**config.mk**
```make
export PLATFORM = sky130hd
export DESIGN_NAME = c8x_ram
export DESIGN_NICKNAME = d
export VERILOG_FILES = /design/src/sv/c8x_ram.sv
export SDC_FILE = /design/constraint.sdc
export NUM_CORES = 1
export LEC_CHECK = 0
export BUFFER_PORTS_ARGS = -buffer_cell sky130_fd_sc_hd__buf_2
export CORE_MARGIN = 2
export CORE_UTILIZATION = 45
export DETAILED_ROUTE_END_ITERATION = 16
export GPL_TIMING_DRIVEN = 0
export HOLD_SLACK_MARGIN = 0.08
export PLACE_DENSITY = 0.63
export SYNTH_ARGS = -nofsm -noshare
export SYNTH_HDL_FRONTEND = slang
export SYNTH_SLANG_ARGS = --single-unit
```
**constraint.sdc**
```tcl
create_clock -name i_clk -period 4.8 [get_ports i_clk]
set_clock_uncertainty 0.2 [all_clocks]
set_input_delay 0 -clock i_clk [delete_from_list [all_inputs] [get_ports i_clk]]
set_output_delay 0 -clock i_clk [all_outputs]
set_load 0.005 [all_outputs]
```
**src/sv/c8x_ram.sv**
```systemverilog
// generic simple dual-port ram, one write port and one registered read port
module c8x_ram #(
    parameter int WIDTH = 8,
    parameter int DEPTH = 16,
    localparam int AW = (DEPTH > 1) ? $clog2(DEPTH) : 1
) (
    input  logic             i_clk,
    input  logic             i_we,
    input  logic [AW-1:0]    i_waddr,
    input  logic [WIDTH-1:0] i_wdata,
    input  logic [AW-1:0]    i_raddr,
    output logic [WIDTH-1:0] o_rdata
);

    logic [WIDTH-1:0] r_mem [DEPTH];
    logic [WIDTH-1:0] r_rdata;

    always_ff @(posedge i_clk) begin
        if (i_we) begin
            r_mem[i_waddr] <= i_wdata;
        end
        r_rdata <= r_mem[i_raddr];
    end

    assign o_rdata = r_rdata;

endmodule

```
==> results.md <==
* Clk root buf: clkbuf_16
* CP max FO at 1
* Max Fclk at 0.399 GHz
* Final hold violation count at 0
* Leakage power at 2.14 nW
* First-pass GRT wire length at between 10000 and 15000 um
* Crit path capture type: flip-flop
* Horiz. Die Dim at ~110 um
* CP Launch Type: flip-flop
* YS warnings at 0
* Fraction of registers with async set/reset at 0%
* Share of cells above drive strength 1 at between 20 and 30%
* GRT Util Overall at about 17%
* Clk pin slew, worst setup/hold paths at approximately 0.060 ns
* Final ANT Viol Nets at 0
* Ranking of synthesized cells by area: edfxtp_1 75%, mux4_2 7.9%, mux4_1 7.1%, dfxtp_1 3.1%, a22oi_1 2.3%
* Clk sinks at 136
* # DRC at 0
* Initial antenna violation count at 0
* Buffers on Ports at 24
* Vias in the first global route at 2559
* Top FF cell, synth: edfxtp_1
* EDFF count, synth at 128
* Tcrit/Tclk final at 52.2%
* CTS tree: done
* Fin nets at approximately 310
* CP Cell Sequence: mux4_2, dlygate4sd3_1, a22oi_1, dlygate4sd3_1, nand2_1
* CTS H-Tree Depth at 4
* Die height at 111 um
* Most numerous cell in the Yosys netlist: edfxtp_1
* Worst Hold Class: in -> reg
* Synthesized Nets at 247
* Post-route non-filler standard cell count at 450
* Post-CTS sizing at 0
* Core area at ~11000 um^2
* Synth Register Bits at 136
* DRT Pass-1 Iters at 4
* Average instance area after synthesis at 22.5 um^2
* Final wirelength at 9680 um
* Max VDD drop at 0.000216 V
* Final Hold Slack at 0.0822 ns
* DRC violation total after the first TritonRoute iteration at 202
* Required time of the critical path at 4.88 ns
* Least-Margin Pin Slew at 1.25 ns
* Sum of negative setup slack at 0 ns
* Detailed Place HPWL at 5890 um
* Worst setup path category: reg -> reg
* Max_slew headroom at 16.1%
* Cell taking the most area after synthesis: edfxtp_1
* Synth cell types at 19
* Final max-slew violation count at 0
* Most common library cells after synthesis: 128 x edfxtp_1, 18 x mux4_2, 16 x a22oi_1
* Grt ovf at 0
* Largest net degree at the start of global routing at 17
* WL/cell at ~22 um
* CP most frequent cell: dlygate4sd3_1
* Pwr/cell area at around 450 nW/um^2
* Io pins at 26
* Die area at 12300 um^2
* Worst skew pair latency at 0.42 ns
* Initial core utilization at 45.7%
* Unrepaired setup endpoints after global routing: false
* Post-layout min period at approximately 2.5 ns
* Worst path arrival time at 2.59 ns
* Vias at 2481
* Maxcap violations at 0
* Clk buf depth at 2
* Layout area overhead at 22.4%
* Critical Path Max Stage Delay at 0.57 ns
* Sequential fraction of the synthesis area at 77.8%
* Row cnt at 39
* DP Cell Count at 396
* Tot Pwr at 2.85 mW
* CP max stage cell: dlygate4sd3_1
* Fill cell count at between 800 and 900
* Yosys top cell area share at roughly three quarters
* Post-Syn Instances at 229
* Syn Std Cell Area at about 5100 um^2
* Status: completed
* Avg Vias per Cell at 5.51
* Cts bufs inserted at 17
* Placer Congestion at 0.729
* Setup-failing EPs final at 0
* Number of diodes at 0
area by class of cell:
class                           instances  area (um^2)  share of cell area (%)
Clock inverter                         12          171                    2.72
Multi-Input combinational cell         83         1060                    16.8
Clock buffer                           20          467                    7.41
Sequential cell                       136         4000                    63.6
Buffer                                 10         86.3                    1.37
Timing Repair Buffer                   46          335                    5.32
Tap cell                              143          179                    2.84
registers in the layout, indices dropped and copies added, names as in the netlist:
register,flops
o_rdata,8
r_mem,128
power breakdown:
| part | internal (mW) | switching, mW | leakage, nW |
|---|---|---|---|
| logic | 0.0637 | 0.0742 | 0.608 |
| clock network | 0.907 | 0.472 | 0.308 |
| registers | 1.33 | 0.00558 | 1.22 |
| total | 2.30 | 0.552 | 2.14 |
per-layer routing:
layer	up-vias	wire length (um)	share of wire, %	global-route usage, %
met5	-	0	0	0
met4	0	229	2.4	8.58
met3	16	647	6.7	4.98
met2	91	4630	48	26.2
met1	1268	4170	43	22.8
li1	1106	-	-	-
logic make-up (layout without fill, tap and decap cells):
| logic type | Yosys count | in the layout | synth area share, % |
|---|---|---|---|
| flops | 136 | 136 | 77.8 |
| simple gates | 35 | 35 | 3.18 |
| mux | 32 | 32 | 15.0 |
| buf+inv | 10 | 88 | 1.68 |
| compound gates | 16 | 16 | 2.33 |
through the flow:
step | area, um^2 | util [%] | setup WS [ns]
after global placement | 5450 | 48.3 | 2.51
after global routing | 6300 | 55.9 | 2.20
after floorplan | 5150 | - | 3.11
after detailed placement | 5450 | 48.3 | 2.50
after CTS | 6290 | 55.8 | 2.30
final | 6300 | 55.9 | 2.29
layout by cell type (no fill, tap or decap):
master             n
nor3_1             4
buf_4              1
and2_1             1
clkbuf_8           3
mux4_1            14
a22oi_1           16
dfxtp_1            8
or3b_2             1
clkbuf_16         17
nand2_1            9
nor2_1            13
nand3_1            1
clkdlybuf4s25_2    3
buf_6              3
nand3b_1           2
and2b_1            1
clkinv_2           4
inv_6              1
edfxtp_1         128
nand2b_1           2
clkinvlp_4         3
buf_2             28
nor2b_1            1
dlygate4sd3_1     21
mux4_2            18
bufinv_16          4
critical path, delay by kind of cell (launching register included):
family	cells	cell delay, ns
buffers and inverters	2	1.13
and+or+nand+nor	1	0.05
muxes	1	0.45
AOI/OAI and AO/OA	1	0.18
DFF	1	0.35
what timing repair did:
item / CTS / global route
hold buffers: 21 / 0
buffers inserted: 0 / 0
endpoints found under the hold margin: 198 / 0
path summary, 6_finish.rpt:
kind,slack (ns),to,startpoint,cells after the start
min reg2reg,0.48,o_rdata[3]$_DFF_P_,r_mem[11][3]$_DFFE_PP_,3
min,0.08,r_mem[0][6]$_DFFE_PP_,i_we,3
max,2.29,o_rdata[7]$_DFF_P_,r_mem[3][7]$_DFFE_PP_,5
max reg2reg,2.29,o_rdata[7]$_DFF_P_,r_mem[3][7]$_DFFE_PP_,5
Note: power is estimated with default switching activity, not from simulation.
